`config.mk`:
```
export PLATFORM = sky130hd
export DESIGN_NAME = keyword_operator_lexer_unit
export DESIGN_NICKNAME = d
export VERILOG_FILES = /design/src/hdl/klex_pkg.sv /design/src/hdl/klex_front.sv /design/src/hdl/klex_queue.sv /design/src/hdl/klex_back.sv /design/src/hdl/keyword_operator_lexer_unit.sv
export SDC_FILE = /design/constraint.sdc
export NUM_CORES = 1
export LEC_CHECK = 0
export ABC_AREA = 0
export BUFFER_PORTS_ARGS = -buffer_cell sky130_fd_sc_hd__buf_2
export CAP_MARGIN = 40
export CORE_ASPECT_RATIO = 0.6
export CORE_MARGIN = 4
export CORE_UTILIZATION = 57
export DETAILED_ROUTE_END_ITERATION = 16
export GPL_ROUTABILITY_DRIVEN = 0
export PLACE_DENSITY = 0.85
export SLEW_MARGIN = 30
export SYNTH_ARGS = -nofsm -noshare
export SYNTH_HDL_FRONTEND = slang
export SYNTH_HIERARCHICAL = 1
export SYNTH_SLANG_ARGS = --single-unit
export TNS_END_PERCENT = 30
```
`constraint.sdc`:
```
create_clock -name clk -period 12.9 [get_ports clk]
set_input_delay 0 -clock clk [delete_from_list [all_inputs] [get_ports clk]]
set_output_delay 0 -clock clk [all_outputs]
set_load 0.02 [all_outputs]
```
`src/hdl/klex_pkg.sv`:
```
`default_nettype none
package klex_pkg;

	localparam int MAX_IDENT   = 64;
	localparam int MAX_DIGITS  = 31;
	localparam int OFFSET_BITS = 16;
	localparam int LEN_CAP     = 64;
	localparam int QDEPTH      = 4;
	localparam int QAW         = $clog2(QDEPTH);

	localparam logic [5:0] TK_END     = 6'd0;
	localparam logic [5:0] TK_PRINT   = 6'd1;
	localparam logic [5:0] TK_INT     = 6'd2;
	localparam logic [5:0] TK_IF      = 6'd3;
	localparam logic [5:0] TK_ELSE    = 6'd4;
	localparam logic [5:0] TK_WHILE   = 6'd5;
	localparam logic [5:0] TK_RETURN  = 6'd6;
	localparam logic [5:0] TK_IDENT   = 6'd7;
	localparam logic [5:0] TK_NUMBER  = 6'd8;
	localparam logic [5:0] TK_LPAREN  = 6'd9;
	localparam logic [5:0] TK_RPAREN  = 6'd10;
	localparam logic [5:0] TK_LBRACE  = 6'd11;
	localparam logic [5:0] TK_RBRACE  = 6'd12;
	localparam logic [5:0] TK_ADD_EQ  = 6'd13;
	localparam logic [5:0] TK_SUB_EQ  = 6'd14;
	localparam logic [5:0] TK_MUL_EQ  = 6'd15;
	localparam logic [5:0] TK_DIV_EQ  = 6'd16;
	localparam logic [5:0] TK_ADD     = 6'd17;
	localparam logic [5:0] TK_SUB     = 6'd18;
	localparam logic [5:0] TK_MUL     = 6'd19;
	localparam logic [5:0] TK_DIV     = 6'd20;
	localparam logic [5:0] TK_EQ_EQ   = 6'd21;
	localparam logic [5:0] TK_NOT_EQ  = 6'd22;
	localparam logic [5:0] TK_LESS_EQ = 6'd23;
	localparam logic [5:0] TK_GRTR_EQ = 6'd24;
	localparam logic [5:0] TK_LESS    = 6'd25;
	localparam logic [5:0] TK_GRTR    = 6'd26;
	localparam logic [5:0] TK_NOT     = 6'd27;
	localparam logic [5:0] TK_TILDE   = 6'd28;
	localparam logic [5:0] TK_ASSIGN  = 6'd29;
	localparam logic [5:0] TK_SEMI    = 6'd30;
	localparam logic [5:0] TK_INVALID = 6'd31;
	localparam logic [5:0] TK_TOO_LONG = 6'd32;

	// keyword spellings, first character in the low byte
	localparam logic [47:0] KW_PRINT  = 48'h0074_6E69_7270;
	localparam logic [47:0] KW_INT    = 48'h0000_0074_6E69;
	localparam logic [47:0] KW_IF     = 48'h0000_0000_6669;
	localparam logic [47:0] KW_ELSE   = 48'h0000_6573_6C65;
	localparam logic [47:0] KW_WHILE  = 48'h0065_6C69_6877;
	localparam logic [47:0] KW_RETURN = 48'h6E72_7574_6572;

	typedef enum logic [1:0] {
		MODE_IDLE,
		MODE_WORD,
		MODE_NUM,
		MODE_OP
	} mode_t;

	typedef struct packed {
		logic [5:0]  kind;
		logic [15:0] start;
		logic [6:0]  length;
	} token_t;

	typedef struct packed {
		logic   two;
		token_t tok0;
		token_t tok1;
	} bundle_t;

	function automatic logic is_alpha(input logic [7:0] c);
		return (c >= 8'h61 && c <= 8'h7A) || (c >= 8'h41 && c <= 8'h5A) || c == 8'h5F;
	endfunction

	function automatic logic is_digit(input logic [7:0] c);
		return c >= 8'h30 && c <= 8'h39;
	endfunction

	function automatic logic [5:0] word_kind(input logic [6:0] len, input logic [47:0] pfx,
			input logic ovf);
		logic [5:0] k;
		k = TK_IDENT;
		if (ovf)
			k = TK_TOO_LONG;
		else if (len == 7'd5 && pfx == KW_PRINT)
			k = TK_PRINT;
		else if (len == 7'd3 && pfx == KW_INT)
			k = TK_INT;
		else if (len == 7'd2 && pfx == KW_IF)
			k = TK_IF;
		else if (len == 7'd4 && pfx == KW_ELSE)
			k = TK_ELSE;
		else if (len == 7'd5 && pfx == KW_WHILE)
			k = TK_WHILE;
		else if (len == 7'd6 && pfx == KW_RETURN)
			k = TK_RETURN;
		return k;
	endfunction

	function automatic logic [5:0] op_kind(input logic [7:0] op, input logic with_eq);
		logic [5:0] k;
		case (op)
			8'h2B: k = with_eq ? TK_ADD_EQ : TK_ADD;
			8'h2D: k = with_eq ? TK_SUB_EQ : TK_SUB;
			8'h2A: k = with_eq ? TK_MUL_EQ : TK_MUL;
			8'h2F: k = with_eq ? TK_DIV_EQ : TK_DIV;
			8'h3D: k = with_eq ? TK_EQ_EQ : TK_ASSIGN;
			8'h21: k = with_eq ? TK_NOT_EQ : TK_NOT;
			8'h3C: k = with_eq ? TK_LESS_EQ : TK_LESS;
			default: k = with_eq ? TK_GRTR_EQ : TK_GRTR;
		endcase
		return k;
	endfunction

	// TK_END means no single-character token
	function automatic logic [5:0] single_kind(input logic [7:0] c);
		logic [5:0] k;
		case (c)
			8'h28: k = TK_LPAREN;
			8'h29: k = TK_RPAREN;
			8'h7B: k = TK_LBRACE;
			8'h7D: k = TK_RBRACE;
			8'h7E: k = TK_TILDE;
			8'h3B: k = TK_SEMI;
			default: k = TK_END;
		endcase
		return k;
	endfunction

	function automatic logic is_op_char(input logic [7:0] c);
		return c == 8'h2B || c == 8'h2D || c == 8'h2A || c == 8'h2F ||
			c == 8'h3D || c == 8'h21 || c == 8'h3C || c == 8'h3E;
	endfunction

endpackage
`default_nettype wire

```
`src/hdl/klex_front.sv`:
```
`default_nettype none
module klex_front
	import klex_pkg::*;
(
	input  wire logic    clk,
	input  wire logic    arst_n,
	input  wire logic    in_valid,
	input  wire logic    in_ready,
	input  wire logic [7:0] in_byte,
	output logic         push,
	output bundle_t      push_data
);

	mode_t                  mode_q, mode_d;
	logic [7:0]             pend_q, pend_d;
	logic [OFFSET_BITS-1:0] start_q, start_d;
	logic [6:0]             len_q, len_d;
	logic [OFFSET_BITS-1:0] off_q, off_d;
	logic [47:0]            pfx_q, pfx_d;
	logic                   ovf_q, ovf_d;

	logic accept;
	assign accept = in_valid && in_ready;

	always_ff @(posedge clk or negedge arst_n) begin
		if (!arst_n) begin
			mode_q  <= MODE_IDLE;
			pend_q  <= '0;
			start_q <= '0;
			len_q   <= '0;
			off_q   <= '0;
			pfx_q   <= '0;
			ovf_q   <= 1'b0;
		end else if (accept) begin
			mode_q  <= mode_d;
			pend_q  <= pend_d;
			start_q <= start_d;
			len_q   <= len_d;
			off_q   <= off_d;
			pfx_q   <= pfx_d;
			ovf_q   <= ovf_d;
		end
	end

	always_comb begin
		logic [7:0]  c;
		logic        done;
		logic [1:0]  n;
		token_t      t0, t1, tn;
		logic        have_new;
		logic [6:0]  limit;
		logic [5:0]  sk;
		c        = in_byte;
		done     = 1'b0;
		n        = 2'd0;
		t0       = '0;
		t1       = '0;
		tn       = '0;
		have_new = 1'b0;
		limit    = (mode_q == MODE_WORD) ? 7'(MAX_IDENT) : 7'(MAX_DIGITS);
		sk       = single_kind(c);
		mode_d   = mode_q;
		pend_d   = pend_q;
		start_d  = start_q;
		len_d    = len_q;
		pfx_d    = pfx_q;
		ovf_d    = ovf_q;
		off_d    = off_q + 1'b1;

		case (mode_q)
			MODE_OP: begin
				t0.kind   = op_kind(pend_q, c == 8'h3D);
				t0.start  = 16'(start_q);
				t0.length = (c == 8'h3D) ? 7'd2 : 7'd1;
				n         = 2'd1;
				done      = (c == 8'h3D);
				mode_d    = MODE_IDLE;
				pend_d    = '0;
			end
			MODE_WORD, MODE_NUM: begin
				if (is_digit(c) || (mode_q == MODE_WORD && is_alpha(c))) begin
					if (len_q < 7'd6)
						pfx_d = pfx_q | (48'(c) << {len_q[2:0], 3'b000});
					if (len_q >= limit)
						ovf_d = 1'b1;
					if (len_q < 7'(LEN_CAP))
						len_d = len_q + 7'd1;
					done = 1'b1;
				end else begin
					t0.kind   = (mode_q == MODE_WORD) ? word_kind(len_q, pfx_q, ovf_q)
						: (ovf_q ? TK_TOO_LONG : TK_NUMBER);
					t0.start  = 16'(start_q);
					t0.length = len_q;
					n         = 2'd1;
					mode_d    = MODE_IDLE;
				end
			end
			default: ;
		endcase

		if (!done) begin
			tn.start  = 16'(off_q);
			tn.length = 7'd1;
			if (c == 8'h00) begin
				// end of text: flush and restart the position
				tn.kind   = TK_END;
				tn.length = 7'd0;
				have_new  = 1'b1;
				mode_d    = MODE_IDLE;
				pend_d    = '0;
				start_d   = '0;
				len_d     = '0;
				off_d     = '0;
				pfx_d     = '0;
				ovf_d     = 1'b0;
			end else if (c == 8'h20 || c == 8'h09 || c == 8'h0A) begin
				have_new = 1'b0;
			end else if (is_alpha(c) || is_digit(c)) begin
				mode_d  = is_alpha(c) ? MODE_WORD : MODE_NUM;
				start_d = off_q;
				len_d   = 7'd1;
				pfx_d   = 48'(c);
				ovf_d   = 1'b0;
			end else if (sk != TK_END) begin
				tn.kind  = sk;
				have_new = 1'b1;
			end else if (is_op_char(c)) begin
				mode_d  = MODE_OP;
				pend_d  = c;
				start_d = off_q;
			end else begin
				tn.kind  = TK_INVALID;
				have_new = 1'b1;
			end
			if (have_new) begin
				if (n == 2'd0)
					t0 = tn;
				else
					t1 = tn;
				n = n + 2'd1;
			end
		end

		push           = accept && (n != 2'd0);
		push_data.two  = (n == 2'd2);
		push_data.tok0 = t0;
		push_data.tok1 = t1;
	end

endmodule
`default_nettype wire

```
`src/hdl/klex_queue.sv`:
```
`default_nettype none
module klex_queue
	import klex_pkg::*;
(
	input  wire logic    clk,
	input  wire logic    arst_n,
	input  wire logic    push,
	input  wire bundle_t push_data,
	output logic         not_full,
	input  wire logic    pop,
	output logic         not_empty,
	output bundle_t      pop_data
);

	bundle_t        slot_q [QDEPTH];
	logic [QAW-1:0] wr_q, rd_q;
	logic [QAW:0]   cnt_q;

	assign not_full  = cnt_q != (QAW+1)'(QDEPTH);
	assign not_empty = cnt_q != '0;
	assign pop_data  = slot_q[rd_q];

	always_ff @(posedge clk) begin
		if (push)
			slot_q[wr_q] <= push_data;
	end

	always_ff @(posedge clk or negedge arst_n) begin
		if (!arst_n) begin
			wr_q  <= '0;
			rd_q  <= '0;
			cnt_q <= '0;
		end else begin
			if (push)
				wr_q <= wr_q + 1'b1;
			if (pop)
				rd_q <= rd_q + 1'b1;
			if (push && !pop)
				cnt_q <= cnt_q + 1'b1;
			else if (pop && !push)
				cnt_q <= cnt_q - 1'b1;
		end
	end

endmodule
`default_nettype wire

```
`src/hdl/klex_back.sv`:
```
`default_nettype none
module klex_back
	import klex_pkg::*;
(
	input  wire logic    clk,
	input  wire logic    arst_n,
	input  wire logic    q_not_empty,
	input  wire bundle_t q_data,
	output logic         q_pop,
	output logic         out_valid,
	input  wire logic    out_ready,
	output token_t       out_tok,
	output logic         out_last
);

	logic   valid_q;
	logic   second_q;
	token_t tok_q;
	token_t tok1_q;
	logic   last_q;
	logic   load;

	// output register is free when empty or its item leaves this cycle
	assign load  = !valid_q || out_ready;
	assign q_pop = load && !second_q && q_not_empty;

	assign out_valid = valid_q;
	assign out_tok   = tok_q;
	assign out_last  = last_q;

	always_ff @(posedge clk or negedge arst_n) begin
		if (!arst_n) begin
			valid_q  <= 1'b0;
			second_q <= 1'b0;
		end else if (load) begin
			if (second_q) begin
				valid_q  <= 1'b1;
				second_q <= 1'b0;
			end else begin
				valid_q  <= q_not_empty;
				second_q <= q_not_empty && q_data.two;
			end
		end
	end

	always_ff @(posedge clk) begin
		if (load) begin
			if (second_q) begin
				tok_q  <= tok1_q;
				last_q <= 1'b1;
			end else begin
				tok_q  <= q_data.tok0;
				tok1_q <= q_data.tok1;
				last_q <= !q_data.two;
			end
		end
	end

endmodule
`default_nettype wire

```
`src/hdl/keyword_operator_lexer_unit.sv`:
```
`default_nettype none
// path: a token passes from the scanner through the token queue into the output register
// throughput: one byte per cycle while the token queue is not full; a byte that ends two
// tokens gives two output tokens in turn, absorbed by the four-entry token queue between scanner and output
// reset: arst_n clears the scanner state, text position, queue and output register
module keyword_operator_lexer_unit
	import klex_pkg::*;
(
	input  wire logic        clk,
	input  wire logic        arst_n,
	input  wire logic        s_tvalid,
	output logic             s_tready,
	input  wire logic [7:0]  s_tdata,   // text_byte
	output logic             m_tvalid,
	input  wire logic        m_tready,
	output logic [31:0]      m_tdata,   // token_kind, token_start, token_length
	output logic             m_tlast    // last_of_run
);

	logic    push, not_full, pop, not_empty;
	bundle_t push_data, pop_data;
	token_t  tok;

	assign s_tready = not_full;

	klex_front u_front (
		.clk       (clk),
		.arst_n    (arst_n),
		.in_valid  (s_tvalid),
		.in_ready  (not_full),
		.in_byte   (s_tdata),
		.push      (push),
		.push_data (push_data)
	);

	klex_queue u_queue (
		.clk       (clk),
		.arst_n    (arst_n),
		.push      (push),
		.push_data (push_data),
		.not_full  (not_full),
		.pop       (pop),
		.not_empty (not_empty),
		.pop_data  (pop_data)
	);

	klex_back u_back (
		.clk         (clk),
		.arst_n      (arst_n),
		.q_not_empty (not_empty),
		.q_data      (pop_data),
		.q_pop       (pop),
		.out_valid   (m_tvalid),
		.out_ready   (m_tready),
		.out_tok     (tok),
		.out_last    (m_tlast)
	);

	assign m_tdata = {3'b000, tok.length, tok.start, tok.kind};

endmodule
`default_nettype wire
```
======== Word-level counts from Yosys, hierarchy flattened ========
Memories as Yosys holds them, arrays and structs flattened.
Index checks and enable logic that the tools add are counted.
word-level totals
  bits in writable memories ............... 236
  memories kept ........................... 1
  register bits ........................... 166
  output and inout port bits .............. 35
memories
  memory          depth  bits a word  rd ports  clocked after Yosys merged registers in  write ports  line              text
  u_queue.slot_q  4      59           1         0                                        1            klex_queue.sv:15  bundle_t slot_q [QDEPTH];
operators by class
  bitwise logic cells ..................... 3
  equality and inequality tests ........... 43
  $add $sub $neg .......................... 7
  shift-type cells ........................ 1
  order comparisons ....................... 9
  reductions and logical operators ........ 46
  multiplexer cells ....................... 98
operators with widths
  cell                     number
  $mux W48                 7
  $mux W29                 8
  $eq A8 B6 Y1 const B     19
  $mux W16                 7
  $eq A48 B39 Y1 const B   2
  $mux W6                  12
  $pmux W29 S2             1
  $mux W7                  8
  $mux W8                  7
  $eq A48 B15 Y1 const B   1
  $eq A48 B23 Y1 const B   1
  $eq A48 B31 Y1 const B   1
  $eq A48 B47 Y1 const B   1
  $or A48 B48 Y48          1
  $shl A8 B6 Y48           1
  $pmux W6 S7              1
  $eq A8 B7 Y1 const B     4
  $pmux W5 S6              1
  $mux W2                  12
  $eq A7 B3 Y1 const B     3
  $mux W1                  21
  $mux W5                  4
  $logic_and A1 B1 Y1      17
  $add A16 B1 Y16 const B  1
  other kinds (33)         66

======== Longest topological paths before layout ========
Gate-level depths: netlist (run 1).
  word-level depth ........................ 22
  depth in mapped cells ................... 17
  depth with buffers taken out ............ 16

======== By module ========
Netlist (run 1), hierarchy kept.
modules (own cells, without submodules)
  module                       cells an instance  area each (µm²)  instances
  klex_queue                   344                8,976.1          1
  klex_front                   705                6,085.8          1
  klex_back                    103                2,373.5          1
  keyword_operator_lexer_unit  4                  26.3             1

======== Worst setup path after synthesis (run 1) ========
OpenSTA, ideal clock, no wires.
  path kind ............................... reg2reg
  from .................................... register u_front.mode_q[1]
  to ...................................... memory u_queue/slot_q[1][0] (netlist name) (enable)
  setup slack ............................. 8.730 ns
  path buffers ............................ 1
  cell stages (with the launch flop) ...... 12
  arrival ................................. 3.747 ns
  cells stage by stage .................... dfrtp_1 -> inv_1 -> ha_1 -> o211a_1 -> a211oi_2 -> buf_2 -> nor2_2 -> inv_2 -> ha_1 -> nor3_1 -> nor3_1 -> and2_1
between the ends
  longest elaborated chain between the ends .. 12
  elaborated cells on any way between the ends .. 17
ends and longest elaborated chain
  element                          line                                text
  from (decl)                      klex_front.sv:14                    mode_t mode_q, mode_d;
  from (signal assigned)           klex_front.sv:35                    mode_q <= mode_d;
  $eq A2 B1 Y1                     klex_front.sv:70, klex_front.sv:81
  $logic_and A1 B1 Y1              klex_front.sv:81                    if (is_digit(c) || (mode_q == MODE_WORD && is_alpha(c))) begin
  $logic_or A1 B1 Y1               klex_front.sv:81
  $mux W1                          klex_front.sv:81
  $pmux W2 S2                      klex_front.sv:70                    case (mode_q)
  $add A2 B1 Y2                    klex_front.sv:140                   n = n + 2'd1;
  $mux W2                          klex_front.sv:135                   if (have_new) begin
  $mux W2 *                        klex_front.sv:101                   if (!done) begin
  $reduce_bool A2 Y1 *             klex_front.sv:144                   push = accept && (n != 2'd0);
  $logic_and A1 B1 Y1 *            klex_front.sv:144
  via push                         keyword_operator_lexer_unit.sv:20   logic push, not_full, pop, not_empty;
  $mux W1 *                        klex_queue.sv:24                    if (push)
  $mux W1 (not written as such) *  klex_queue.sv:25                    slot_q[wr_q] <= push_data;
  to (decl)                        klex_queue.sv:15
Mark *: on every way through the listed nets, which the timed path passes. The rest lies on a longest branch.

======== Worst setup path after layout (run 1) ========
  from .................................... input s_tdata[1]
  to ...................................... memory u_queue/slot_q[0][31] (netlist name) (enable)
between the ends
  longest elaborated chain between the ends .. 20
  elaborated cells on any way between the ends .. 61
ends and longest elaborated chain
  element                                                                line                               text
  from (decl)                                                            keyword_operator_lexer_unit.sv:13  input wire logic [7:0] s_tdata,
  parallel branches: the longest is 15 deep, another holds $ge A8 B7 Y1  n/a
  $mux W2 *                                                              klex_front.sv:101
  $reduce_bool A2 Y1 *                                                   klex_front.sv:144
  $logic_and A1 B1 Y1 *                                                  klex_front.sv:144
  via push                                                               keyword_operator_lexer_unit.sv:20
  $mux W1 *                                                              klex_queue.sv:24
  $mux W1 (not written as such) *                                        klex_queue.sv:25
Mark *: on every way through the listed nets, which the timed path passes. The select of a mux whose other input is x is not followed.

==> flow_summary.rst, run 1 <==
.. list-table::
   :header-rows: 1

   * - Metric
     - Value
   * - RSZ-0062 raised after global routing
     - no
   * - Start-to-end type of the worst setup path
     - in2reg
   * - Detailed-route via count
     - 10500
   * - EDFF count, synth
     - between 200 and 300
   * - Maximum root-to-sink buffer count
     - 3
   * - Die X-Extent
     - 234 um
   * - Endpoint with the worst hold slack
     - u_front/pend_q[5]
   * - Fmax
     - 223 MHz
   * - Dominant combinational cell family by area after synthesis
     - multiplexers
   * - Worst reg2reg path depth
     - 14
   * - Library cell occupying the most area in the post-synthesis netlist
     - sky130_fd_sc_hd__edfxtp_1
   * - Number of global-route vias before repair
     - approximately 10000
   * - Simple logic cell fraction of the synthesized area
     - about a tenth
   * - HPWL Detailed
     - 24800 um
   * - H-tree Lvls
     - 2
   * - Category of cells accounting for the largest share of critical-path delay
     - buffers and inverters
   * - Number of nets in the layout
     - about 1200
   * - Post-synthesis instance area
     - 0.0175 sq mm
   * - Diode insertion count for antenna repair
     - 0
   * - Detailed-route DRC error count
     - 0
   * - TritonCTS clock tree
     - built
   * - Synthesis Warnings
     - 6
   * - R2r startpoint
     - u_front/mode_q[0]
   * - Max Cap Viol
     - 0
   * - Worst hold path class
     - in2reg
   * - Fill cells
     - 2068
   * - Dominant cells by area after synthesis
     - sky130_fd_sc_hd__edfxtp_1 51%, sky130_fd_sc_hd__dfrtp_1 15%, sky130_fd_sc_hd__mux4_2 7.5%
   * - Register-to-register setup slack
     - 8.48 ns
   * - Die area
     - 0.0336 sq mm
   * - Critical path arrival
     - 4.69 ns
   * - Synthesized-area fraction occupied by ao, oa, aoi and oai cells
     - 6.50%
   * - Total Neg Setup Slack
     - 0 ns
   * - Number of cells produced by synthesis
     - 1156
   * - Share of synthesized registers carrying an async set or reset
     - 26.6%
   * - Post-Place Worst Slack
     - 8.48 ns
   * - Total leakage power
     - 7.19 nW
   * - Routed wire per std cell
     - ~24 um
   * - Crit-path slowest cell
     - sky130_fd_sc_hd__a211oi_2
   * - Multiplexer share of the synthesized area
     - a little over a tenth
   * - Initial antenna violation count
     - 0
   * - Share of Yosys cell area claimed by the top area cell type
     - 50.7%
   * - Antenna-violating nets left
     - 0
   * - Count of endpoints failing hold in the final timing report
     - 0
   * - Synth Area in Adders
     - 1.55%
   * - Number of violations reported at the end of detailed-routing iteration 0
     - 1494
   * - Proportion of layout cells with a drive suffix above 1
     - 20.5%
   * - Worst-path cell chain
     - dlygate4sd3_1, buf_2, or4_4, o211a_1, a211oi_2, nor2_2, buf_4, inv_2, ha_1, nor3_1, nor3_1, and2_2, buf_4, buf_12
   * - Worst clock skew
     - ~0.025 ns
   * - Worst-path maximum fanout
     - 34
   * - CTS Root Buffer Type
     - sky130_fd_sc_hd__clkbuf_16
   * - Area occupied by multi-input gates
     - 0.00530 sq mm
   * - Port-buffer cells
     - 43
   * - Run status
     - complete, no violations
   * - WP data required
     - 13.11 ns
   * - Tot Pwr
     - between 0.004 and 0.005 W
   * - Ys flop type
     - sky130_fd_sc_hd__edfxtp_1
   * - Initial core utilization
     - 58.1%
   * - Post-CTS Setup Repair Bufs
     - 0
   * - Number of buffers created by CTS
     - 36
   * - Hold wc startpoint
     - s_tdata[7]
   * - I/O Pins
     - 47
   * - Tot GR Track Use
     - approximately a quarter
   * - Setup Viol. Count Final
     - 0
   * - Sort of element at the end of the critical path
     - flop
   * - Via density per instance
     - roughly 6.4
   * - Clock edge transition at the registers on the reported setup and hold paths
     - 0.06 ns
   * - Register cell area after layout
     - 0.0115 sq mm
   * - Grt total ovfl
     - 0
   * - Peak VDD IR
     - 136 uV
   * - Nature of the critical path startpoint
     - input port
   * - Worst Max-Slew Pin Slew
     - 0.893 ns
   * - Standard-cell row count
     - 49
   * - Average instance area after synthesis
     - 15.1 sq um
   * - Height of the chip
     - between 100 and 150 um
   * - Capture instance of the worst register-to-register path
     - u_queue/slot_q[0][31]
   * - Sequential-to-total area share from yosys stat
     - about two thirds
   * - Unique cell type count in the Yosys netlist
     - 82
   * - Total of flip-flops plus latches after synthesis
     - 402
   * - Hold Crit Depth
     - 5
   * - Crit path buf inv count
     - 6
   * - Share of the cycle needed by the critical path after routing
     - 34.7%
   * - Detailed Routing Iterations Pass 1
     - 6
   * - First-pass GRT wire length
     - 60500 um
   * - Synthesis-to-layout area growth
     - 10.7%
   * - Cell area power density
     - 227 mW/mm^2
   * - Number of sinks driven by the clock tree
     - 402
   * - Area of the core
     - 0.0300 sq mm
   * - Fraction of synthesized cell area in xor and xnor cells
     - under 10%
   * - Pin count of the biggest net entering global routing
     - 66
   * - Post-CTS Resized
     - 0
   * - Worst rel slew slack
     - 40.4%
   * - Minimum period implied by the final worst setup slack
     - roughly 4.5 ns
   * - Final worst slack
     - 8.42 ns
   * - Post-Route WL
     - 39500 um
   * - Core Util, Final
     - ~64%
   * - Fin. max-slew vios
     - 0
   * - Worst skew pair latency
     - 0.53 ns
   * - Worst stage delay on the critical path
     - 0.70 ns
[synthesized netlist by cell type, types with 3 or more instances]
cell,instances
sky130_fd_sc_hd__nor4_1,17
sky130_fd_sc_hd__and3_1,8
sky130_fd_sc_hd__nor2b_1,8
sky130_fd_sc_hd__or2_2,3
sky130_fd_sc_hd__buf_12,8
sky130_fd_sc_hd__nor3b_1,5
sky130_fd_sc_hd__xnor2_1,11
sky130_fd_sc_hd__nor4b_1,6
sky130_fd_sc_hd__clkbuf_1,27
sky130_fd_sc_hd__buf_6,4
sky130_fd_sc_hd__inv_1,48
sky130_fd_sc_hd__nand4_1,19
sky130_fd_sc_hd__nor2_1,69
sky130_fd_sc_hd__xor2_1,13
sky130_fd_sc_hd__buf_1,4
sky130_fd_sc_hd__o22ai_1,18
sky130_fd_sc_hd__nand3_1,30
sky130_fd_sc_hd__nor4bb_1,4
sky130_fd_sc_hd__or3_1,8
sky130_fd_sc_hd__and2_1,38
sky130_fd_sc_hd__o21ai_0,20
sky130_fd_sc_hd__o31ai_2,10
sky130_fd_sc_hd__a211o_1,3
sky130_fd_sc_hd__nand2_1,66
sky130_fd_sc_hd__a21o_1,4
sky130_fd_sc_hd__o211a_1,4
sky130_fd_sc_hd__nor3_1,18
sky130_fd_sc_hd__a31oi_1,5
sky130_fd_sc_hd__mux2_2,7
sky130_fd_sc_hd__edfxtp_1,295
sky130_fd_sc_hd__ha_1,20
sky130_fd_sc_hd__nand3b_1,4
sky130_fd_sc_hd__mux2_4,27
sky130_fd_sc_hd__o31ai_1,10
sky130_fd_sc_hd__nand4b_1,4
sky130_fd_sc_hd__a22o_1,12
sky130_fd_sc_hd__mux4_2,58
sky130_fd_sc_hd__a21oi_1,47
sky130_fd_sc_hd__buf_2,17
sky130_fd_sc_hd__dfrtp_1,107
sky130_fd_sc_hd__buf_4,11
sky130_fd_sc_hd__or4_1,6
sky130_fd_sc_hd__nand2b_1,8
[final cells by class]
type / instances / share of cell area [%]
timing repair buffer: 78 / 3.23
multi-input combinational: 641 / 27.4
clock inverter: 15 / 0.828
clock buffer: 47 / 5.25
inverter: 49 / 0.951
sequential: 402 / 59.7
tap: 408 / 2.64
[what timing repair did]
item,in CTS,in global routing
hold buffers,9,1
setup endpoints to repair,0,0
hold endpoints to repair,100,13
[where the power goes]
part | internal [W] | switching, W
sequential | 0.00184 | 0.000166
combinational | 0.000554 | 0.000759
clock | 0.000616 | 0.000462
[flip-flops by register name, indices dropped and copies added (netlist names)]
signal            count
u_queue/wr_q          2
u_back/second_q       1
u_back/out_last       1
u_front/off_q        16
u_front/pfx_q        48
u_front/mode_q        2
u_queue/slot_q      236
u_back/tok1_q        29
u_front/start_q      16
u_front/len_q         7
u_queue/cnt_q         3
u_queue/rd_q          2
u_front/ovf_q         1
u_back/out_valid      1
u_front/pend_q        8
u_back/out_tok       29
[how the worst max path moves through the flow]
stage / from / end / slack (ns) / cells past startpoint
global placement: s_tdata[4] / u_queue/slot_q[1][28] / 8.67 / 12
CTS: s_tdata[1] / u_queue/slot_q[0][2] / 8.45 / 13
floorplan: u_front/mode_q[1] / u_queue/slot_q[1][0] / 8.73 / 11
detailed placement: s_tdata[1] / u_queue/slot_q[0][40] / 8.48 / 12
finish: s_tdata[1] / u_queue/slot_q[0][31] / 8.42 / 14
global route: u_front/mode_q[0] / u_queue/slot_q[0][31] / 8.16 / 14
[placed cells by master, fill, tap and decap left out, types with 18 or more instances in the layout]
| master | netlist | layout |
|---|---|---|
| sky130_fd_sc_hd__mux4_2 | 58 | 58 |
| sky130_fd_sc_hd__mux2_4 | 27 | 27 |
| sky130_fd_sc_hd__and2_1 | 38 | 34 |
| sky130_fd_sc_hd__o22ai_1 | 18 | 18 |
| sky130_fd_sc_hd__clkbuf_16 | 0 | 38 |
| sky130_fd_sc_hd__nor3_1 | 18 | 18 |
| sky130_fd_sc_hd__a21oi_1 | 47 | 46 |
| sky130_fd_sc_hd__nand4_1 | 19 | 19 |
| sky130_fd_sc_hd__dfrtp_1 | 107 | 104 |
| sky130_fd_sc_hd__nor2_1 | 69 | 67 |
| sky130_fd_sc_hd__nand2_1 | 66 | 66 |
| sky130_fd_sc_hd__o21ai_0 | 20 | 20 |
| sky130_fd_sc_hd__buf_2 | 17 | 43 |
| sky130_fd_sc_hd__edfxtp_1 | 295 | 295 |
| sky130_fd_sc_hd__nand3_1 | 30 | 30 |
| sky130_fd_sc_hd__inv_1 | 48 | 48 |
| sky130_fd_sc_hd__ha_1 | 20 | 20 |
[stage by stage]
step / std cells / hold WS, ns / cell area [sq um]
after floorplan: 1164 / -0.296 / 17500
after CTS: 1633 / 0.0520 / 19200
after global routing: 1640 / 0.0867 / 19300
final: 1640 / 0.0801 / 19300
after global placement: 1559 / 0.131 / 17900
after detailed placement: 1562 / 0.139 / 17900
[tightest hold or removal path: cells and delay by family]
kind	cells	cell delay (ns)
and+or+nand+nor	4	0.40
buffers and inverters	1	0.16
[metal layers]
layer | up-vias | track usage (%) | wire (um)
met5 | - | 0 | 0
met4 | 0 | 5.09 | 776
met3 | 86 | 6.12 | 4550
met2 | 678 | 34.6 | 17300
met1 | 5273 | 36.5 | 16900
li1 | 4470 | - | -
[logic make-up (layout without fill, tap and decap cells)]
kind of cell	Yosys count	count (layout)
other cells	2	10
simple gates	332	332
flops	402	402
xor+xnor	24	24
buf+inv	121	189
mux	95	95
compound gates	159	159
fa+ha+maj	21	21
(Power assumes the default switching activity.)
==> run 2: changes to the inputs <==
==> constraint.sdc (replaced) <==
create_clock -name clk -period 4.18 [get_ports clk]
set_input_delay 0 -clock clk [delete_from_list [all_inputs] [get_ports clk]]
set_output_delay 0 -clock clk [all_outputs]
set_load 0.02 [all_outputs]
==> flow_summary.rst, run 2 (synthesized netlist as in run 1, its figures left out) <==
.. list-table::
   :header-rows: 1

   * - Metric
     - Value
   * - Die X-Extent
     - 234 um (unchanged)
   * - HPWL Detailed
     - 24200 um (was 24800 um)
   * - Fin. max-slew vios
     - 0 (unchanged)
   * - Register cell area after layout
     - 0.0115 sq mm (unchanged)
   * - Number of sinks driven by the clock tree
     - 402 (unchanged)
   * - Proportion of total power due to net switching
     - 31.8% (was 31.5%)
   * - Worst clock skew
     - 0.0335 ns (was 0.0255 ns)
   * - Fmax
     - 278 MHz
   * - RSZ-0062 raised after global routing
     - no (unchanged)
   * - Worst-path maximum fanout
     - 22 (was 34)
   * - First-pass GRT wire length
     - 59900 um (was 60500 um)
   * - Area occupied by multi-input gates
     - 0.00531 sq mm (was 0.00530 sq mm)
   * - Number of global-route vias before repair
     - 10100 (was 10400)
   * - Total Neg Setup Slack
     - 0 ns (unchanged)
   * - Antenna-violating nets left
     - 0 (unchanged)
   * - Flip-flop count of the largest register, all copies and words added
     - 236 (unchanged)
   * - Number of violations reported at the end of detailed-routing iteration 0
     - 1397 (was 1494)
   * - Fill cells
     - 2057 (was 2068)
   * - Initial core utilization
     - 58.1% (unchanged)
   * - Diode insertion count for antenna repair
     - 0 (unchanged)
   * - Final cell count without fillers
     - 1653 (was 1640)
   * - Worst rel slew slack
     - 48.8% (was 40.4%)
   * - WP data required
     - 4.60 ns (was 13.11 ns)
   * - Commonest non-fill, non-tap cell in the layout
     - sky130_fd_sc_hd__edfxtp_1 (unchanged)
   * - Max Cap Viol
     - 0 (unchanged)
   * - Tot GR Track Use
     - 23.5% (was 23.7%)
   * - TritonCTS clock tree
     - built (unchanged)
   * - Largest Register
     - u_queue/slot_q (unchanged)
   * - NetSw
     - 0.00432 W (was 0.00139 W)
   * - Internal Power
     - 0.00924 W (was 0.00301 W)
   * - Number of nets in the layout
     - 1249 (was 1241)
   * - Worst hold path class
     - in2reg (unchanged)
   * - Post-Route WL
     - 38600 um (was 39500 um)
   * - Initial antenna violation count
     - 0 (unchanged)
   * - Routed wire per std cell
     - 23.3 um (was 24.1 um)
   * - Detailed Routing Iterations Pass 1
     - 5 (was 6)
   * - Total leakage power
     - 7.20 nW (was 7.19 nW)
   * - Largest registers in the final layout
     - u_queue/slot_q: 236 flops, u_front/pfx_q: 48 flops (unchanged)
   * - Final worst hold slack
     - 0.341 ns (was 0.0801 ns)
   * - Number of buffers created by CTS
     - 37 (was 36)
   * - Register-to-register setup slack
     - 0.65 ns (was 8.48 ns)
   * - Grt total ovfl
     - 0 (unchanged)
   * - Port-buffer cells
     - 43 (unchanged)
   * - Via density per instance
     - 6.31 (was 6.41)
   * - Minimum period implied by the final worst setup slack
     - approximately 3.6 ns
   * - Post-CTS Resized
     - 0 (unchanged)
   * - Critical path arrival
     - 4.02 ns (was 4.69 ns)
   * - Clock edge transition at the registers on the reported setup and hold paths
     - 0.06 ns (about the same)
   * - Count of endpoints failing hold in the final timing report
     - 0 (unchanged)
   * - Tot Pwr
     - 0.0136 W (was 0.00440 W)
   * - H-tree Lvls
     - 2 (unchanged)
   * - Setup Viol. Count Final
     - 0 (unchanged)
   * - Synthesis-to-layout area growth
     - 11.1% (was 10.7%)
   * - Share of total power in sequential cells
     - 46.1% (was 45.6%)
   * - CTS Root Buffer Type
     - sky130_fd_sc_hd__clkbuf_16 (unchanged)
   * - Proportion of layout cells with a drive suffix above 1
     - 20.9% (was 20.5%)
   * - Standard-cell row count
     - 49 (unchanged)
   * - Die area
     - 0.0336 sq mm (unchanged)
   * - I/O Pins
     - 47 (unchanged)
   * - Peak VDD IR
     - 359 uV (was 136 uV)
   * - Height of the chip
     - 144 um (unchanged)
   * - Detailed-route DRC error count
     - 0 (unchanged)
   * - Maximum root-to-sink buffer count
     - 3 (unchanged)
   * - Worst skew pair latency
     - 0.57 ns (was 0.53 ns)
   * - Count of placed standard cells including taps
     - 1570 (was 1562)
   * - Pin count of the biggest net entering global routing
     - 67 (was 66)
   * - Cell area power density
     - 698 mW/mm^2 (was 227 mW/mm^2)
   * - Fraction of power consumed by combinational cells
     - 29.4% (was 29.9%)
   * - Nature of the critical path startpoint
     - input port (unchanged)
   * - Detailed-route via count
     - 10400 (was 10500)
   * - Share of the cycle needed by the critical path after routing
     - 86.0%
   * - Area of the core
     - 0.0300 sq mm (unchanged)
   * - Run status
     - complete, no violations (unchanged)
   * - Sort of element at the end of the critical path
     - flop (unchanged)
   * - Start-to-end type of the worst setup path
     - in2reg (unchanged)
   * - Worst Max-Slew Pin Slew
     - 0.762 ns (was 0.893 ns)
   * - Clock power frac
     - 24.4% (was 24.5%)
   * - Core Util, Final
     - 64.6% (was 64.4%)
   * - Leading cell types in the layout, fill and taps excluded
     - 295 x sky130_fd_sc_hd__edfxtp_1, 104 x sky130_fd_sc_hd__dfrtp_1, 67 x sky130_fd_sc_hd__nor2_1 (unchanged)
## run 2: what timing repair did
action	in CTS	in global routing
buffers inserted	0	0
hold buffers	11	1
endpoints found under the hold margin	106	15
## run 2: layout make-up
cell class / count / share of cell area [%]
multi-input combinational: 641 / 27.4
timing repair buffer: 85 / 3.49
clock buffer: 48 / 5.15
inverter: 49 / 0.948
sequential: 402 / 59.5
tap: 408 / 2.63
clock inverter: 20 / 0.948
## run 2: path summary, 6_finish.rpt
path                            depth (start not counted)               from                    end
worst max-delay path                                   16         s_tdata[4]       u_queue/cnt_q[1]
worst min-delay path                                    4           m_tready        u_back/second_q
worst max register to register                         13  u_front/mode_q[1]  u_queue/slot_q[3][26]
worst min register to register                          1  u_front/pfx_q[15]      u_front/pfx_q[15]
max in group asynchronous                               4             arst_n       u_front/len_q[0]
min in group asynchronous                               3             arst_n      u_front/pfx_q[35]
## run 2: per-stage QoR
| step | setup slack (ns) | area (sq um) |
|---|---|---|
| after global routing | 0.366 | 19400 |
| after global placement | 0.652 | 18000 |
| after floorplan | 0.0104 | 17500 |
| final | 0.586 | 19400 |
| after CTS | 0.604 | 19300 |
| after detailed placement | 0.598 | 18000 |
## run 2: critical path: stages
cell and delay [ns]:
sky130_fd_sc_hd__dlygate4sd3_1 0.55, sky130_fd_sc_hd__buf_2 0.27, sky130_fd_sc_hd__or4_4 0.58, sky130_fd_sc_hd__o21a_1 0.24, sky130_fd_sc_hd__a21oi_4 0.28, sky130_fd_sc_hd__nand3_2 0.11, sky130_fd_sc_hd__buf_4 0.22, sky130_fd_sc_hd__inv_1 0.09
sky130_fd_sc_hd__ha_1 0.24, sky130_fd_sc_hd__nor3_1 0.18, sky130_fd_sc_hd__nor3_1 0.08, sky130_fd_sc_hd__buf_4 0.17, sky130_fd_sc_hd__ha_1 0.23, sky130_fd_sc_hd__inv_1 0.08, sky130_fd_sc_hd__fa_1 0.42, sky130_fd_sc_hd__mux2_2 0.27
## run 2: metal layers
layer | share of wire, % | global-route usage [%] | vias up
met5 | 0 | 0 | -
met1 | 42 | 35.6 | 5304
met3 | 12 | 8.04 | 68
li1 | - | - | 4515
met2 | 44 | 33.6 | 539
met4 | 1.9 | 5.03 | 0
## run 2: power by group through the flow
stage	Combinational, W	Clock [W]	Sequential, W
after detailed placement	0.00393	0	0.00632
after floorplan	0.00289	0	0.00622
after global routing	0.00429	0.00356	0.00635
after global placement	0.00377	0	0.00625
final	0.00399	0.00331	0.00626
after CTS	0.00397	0.00336	0.00625
==> run 3: changes to the inputs <==
--- a/config.mk
+++ b/config.mk
@@ -14,6 +14,7 @@
 export DETAILED_ROUTE_END_ITERATION = 16
 export GPL_ROUTABILITY_DRIVEN = 0
 export PLACE_DENSITY = 0.85
+export RECOVER_POWER = 25
 export SLEW_MARGIN = 30
 export SYNTH_ARGS = -nofsm -noshare
 export SYNTH_HDL_FRONTEND = slang
==> flow_summary.rst, run 3 (synthesized netlist as in run 1, its figures left out) <==
.. list-table::
   :header-rows: 1

   * - Metric
     - Value
   * - Routed wire per std cell
     - 23.4 um (was 23.3 um)
   * - Crit-path slowest cell
     - sky130_fd_sc_hd__or4_4 (unchanged)
   * - Fill cells
     - 2094 (was 2057)
   * - Worst hold path class
     - in2reg (unchanged)
   * - Hold wc startpoint
     - m_tready (unchanged)
   * - Run status
     - complete, but fails checks (was complete, no violations)
   * - Tot GR Track Use
     - 23.5% (unchanged)
   * - Height of the chip
     - 144 um (unchanged)
   * - WP data required
     - 4.41 ns (was 4.60 ns)
   * - Worst stage delay on the critical path
     - 0.58 ns (about the same)
   * - Worst-path cell chain
     - dlygate4sd3_1, buf_2, or4_4, o21a_1, a21oi_4, nand3_2, buf_4, inv_1, ha_1, nor3_1, nor3_1, buf_4, and2_2, buf_12 (was dlygate4sd3_1, buf_2, or4_4, o21a_1, a21oi_4, nand3_2, buf_4, inv_1, ha_1, nor3_1, nor3_1, buf_4, ha_1, inv_1, fa_1, mux2_2)
   * - Proportion of layout cells with a drive suffix above 1
     - 17.5% (was 20.9%)
   * - Core Util, Final
     - 64.2% (was 64.6%)
   * - Total Neg Setup Slack
     - 0 ns (unchanged)
   * - Die area
     - 0.0336 sq mm (unchanged)
   * - Flip-flop count of the largest register, all copies and words added
     - 236 (unchanged)
   * - Share of the cycle needed by the critical path after routing
     - 86.1% (was 86.0%)
   * - Fin. max-slew vios
     - 70 (was 0)
   * - Die X-Extent
     - 234 um (unchanged)
   * - Maximum root-to-sink buffer count
     - 3 (unchanged)
   * - HPWL Detailed
     - 24200 um (unchanged)
   * - Final worst hold slack
     - 0.342 ns (was 0.341 ns)
   * - Initial antenna violation count
     - 0 (unchanged)
   * - Post-CTS Resized
     - 0 (unchanged)
   * - Detailed-route DRC error count
     - 0 (unchanged)
   * - Port-buffer cells
     - 43 (unchanged)
   * - Leading cell types in the layout, fill and taps excluded
     - 295 x sky130_fd_sc_hd__edfxtp_1, 106 x sky130_fd_sc_hd__dfrtp_1, 68 x sky130_fd_sc_hd__nor2_1 (was 295 x sky130_fd_sc_hd__edfxtp_1, 104 x sky130_fd_sc_hd__dfrtp_1, 67 x sky130_fd_sc_hd__nor2_1)
   * - CTS Root Buffer Type
     - sky130_fd_sc_hd__clkbuf_16 (unchanged)
   * - I/O Pins
     - 47 (unchanged)
   * - Area of the core
     - 0.0300 sq mm (unchanged)
   * - Register-to-register setup slack
     - 0.66 ns (was 0.65 ns)
   * - Sort of element at the end of the critical path
     - flop (unchanged)
   * - Area occupied by multi-input gates
     - 0.00529 sq mm (was 0.00531 sq mm)
   * - Final worst slack
     - 0.582 ns (was 0.586 ns)
   * - Detailed Routing Iterations Pass 1
     - 5 (unchanged)
   * - Worst rel slew slack
     - -52.0% (was 48.8%)
   * - Start-to-end type of the worst setup path
     - in2reg (unchanged)
   * - Worst clock skew
     - 0.0343 ns (was 0.0335 ns)
   * - TritonCTS clock tree
     - built (unchanged)
   * - Final cell count without fillers
     - 1653 (unchanged)
   * - Post-Place Worst Slack
     - 0.598 ns (unchanged)
   * - Largest registers in the final layout
     - u_queue/slot_q: 236 flops, u_front/pfx_q: 48 flops (unchanged)
   * - Detailed-route via count
     - 10500 (was 10400)
   * - Minimum period implied by the final worst setup slack
     - 3.60 ns (was 3.59 ns)
   * - RSZ-0062 raised after global routing
     - no (unchanged)
   * - Largest Register
     - u_queue/slot_q (unchanged)
   * - Count of endpoints failing hold in the final timing report
     - 0 (unchanged)
   * - Worst skew pair latency
     - 0.57 ns (about the same)
   * - Synthesis-to-layout area growth
     - 10.5% (was 11.1%)
   * - Number of buffers created by CTS
     - 37 (unchanged)
   * - Via density per instance
     - 6.34 (was 6.31)
   * - Violated checks
     - max-capacitance violations, max-slew violations
   * - Critical path arrival
     - 3.83 ns (was 4.02 ns)
   * - Max Cap Viol
     - 2 (was 0)
   * - Clock edge transition at the registers on the reported setup and hold paths
     - 0.06 ns (about the same)
   * - Pin count of the biggest net entering global routing
     - 67 (unchanged)
   * - Number of violations reported at the end of detailed-routing iteration 0
     - 1489 (was 1397)
   * - Number of global-route vias before repair
     - 10100 (unchanged)
   * - Count of placed standard cells including taps
     - 1570 (unchanged)
   * - Peak VDD IR
     - 359 uV (about the same)
   * - Worst-path maximum fanout
     - 39 (was 22)
   * - Post-Route WL
     - 38600 um (about the same)
   * - First-pass GRT wire length
     - 59900 um (unchanged)
   * - Cell area power density
     - 699 mW/mm^2 (was 698 mW/mm^2)
   * - Total leakage power
     - 7.09 nW (was 7.20 nW)
   * - Setup Viol. Count Final
     - 0 (unchanged)
   * - Antenna-violating nets left
     - 0 (unchanged)
   * - R2r startpoint
     - u_front/mode_q[1] (unchanged)
   * - Register cell area after layout
     - 0.0115 sq mm (about the same)
   * - Critical path origin
     - s_tdata[4] (unchanged)
   * - Grt total ovfl
     - 0 (unchanged)
   * - Commonest non-fill, non-tap cell in the layout
     - sky130_fd_sc_hd__edfxtp_1 (unchanged)
   * - Worst Max-Slew Pin Slew
     - 2.28 ns (was 0.762 ns)
   * - Number of sinks driven by the clock tree
     - 402 (unchanged)
   * - Standard-cell row count
     - 49 (unchanged)
   * - Nature of the critical path startpoint
     - input port (unchanged)
   * - Fmax
     - 278 MHz (about the same)
   * - Diode insertion count for antenna repair
     - 0 (unchanged)
   * - Initial core utilization
     - 58.1% (unchanged)
   * - H-tree Lvls
     - 2 (unchanged)
   * - Number of nets in the layout
     - 1249 (unchanged)
-- run 3: path summary, 6_finish.rpt --
| kind | endpoint | cells past startpoint |
|---|---|---|
| setup / recovery | u_queue/slot_q[3][26] | 14 |
| hold / removal | u_back/second_q | 4 |
| setup reg to reg | u_queue/slot_q[3][26] | 13 |
| hold reg to reg | u_front/pfx_q[15] | 1 |
| max in group asynchronous | u_front/len_q[0] | 4 |
| min in group asynchronous | u_front/pfx_q[35] | 3 |
-- run 3: worst max-delay path, delay by kind of cell --
kind            cells  cell delay, ns
simple gates        5            1.45
fa+ha+maj           1            0.17
compound gates      2            0.52
buf+inv             6            1.65
-- run 3: metrics by stage --
stage / power, W / instance area [sq um]
floorplan: 0.00912 / 17500
global placement: 0.0100 / 18000
detailed placement: 0.0102 / 18000
CTS: 0.0136 / 19300
global route: 0.0141 / 19300
finish: 0.0135 / 19300
-- run 3: layer usage --
metal | vias up | wire (um) | track usage, %
met5 | - | 0 | 0
met4 | 0 | 779 | 5.03
met2 | 572 | 16800 | 33.6
met1 | 5331 | 16500 | 35.6
met3 | 75 | 4490 | 8.04
li1 | 4505 | - | -
-- run 3: report_power, final --
| group | switching, W | internal, W |
|---|---|---|
| sequential | 0.000584 | 0.00567 |
| clock | 0.00147 | 0.00184 |
| combinational | 0.00225 | 0.00166 |
| total | 0.00431 | 0.00917 |
-- run 3: what timing repair did --
item / 4_1_cts / 5_1_grt
hold buffers: 11 / 1
setup buffers: 0 / 0
endpoints found under the hold margin: 106 / 15
-- run 3: final cells by class --
type	instances	area share [%]
Inverter	49	0.953
Clock inverter	20	0.953
Sequential cell	402	59.8
Tap cell	408	2.65
Timing Repair Buffer	85	3.06
Multi-Input combinational cell	641	27.4
Clock buffer	48	5.18
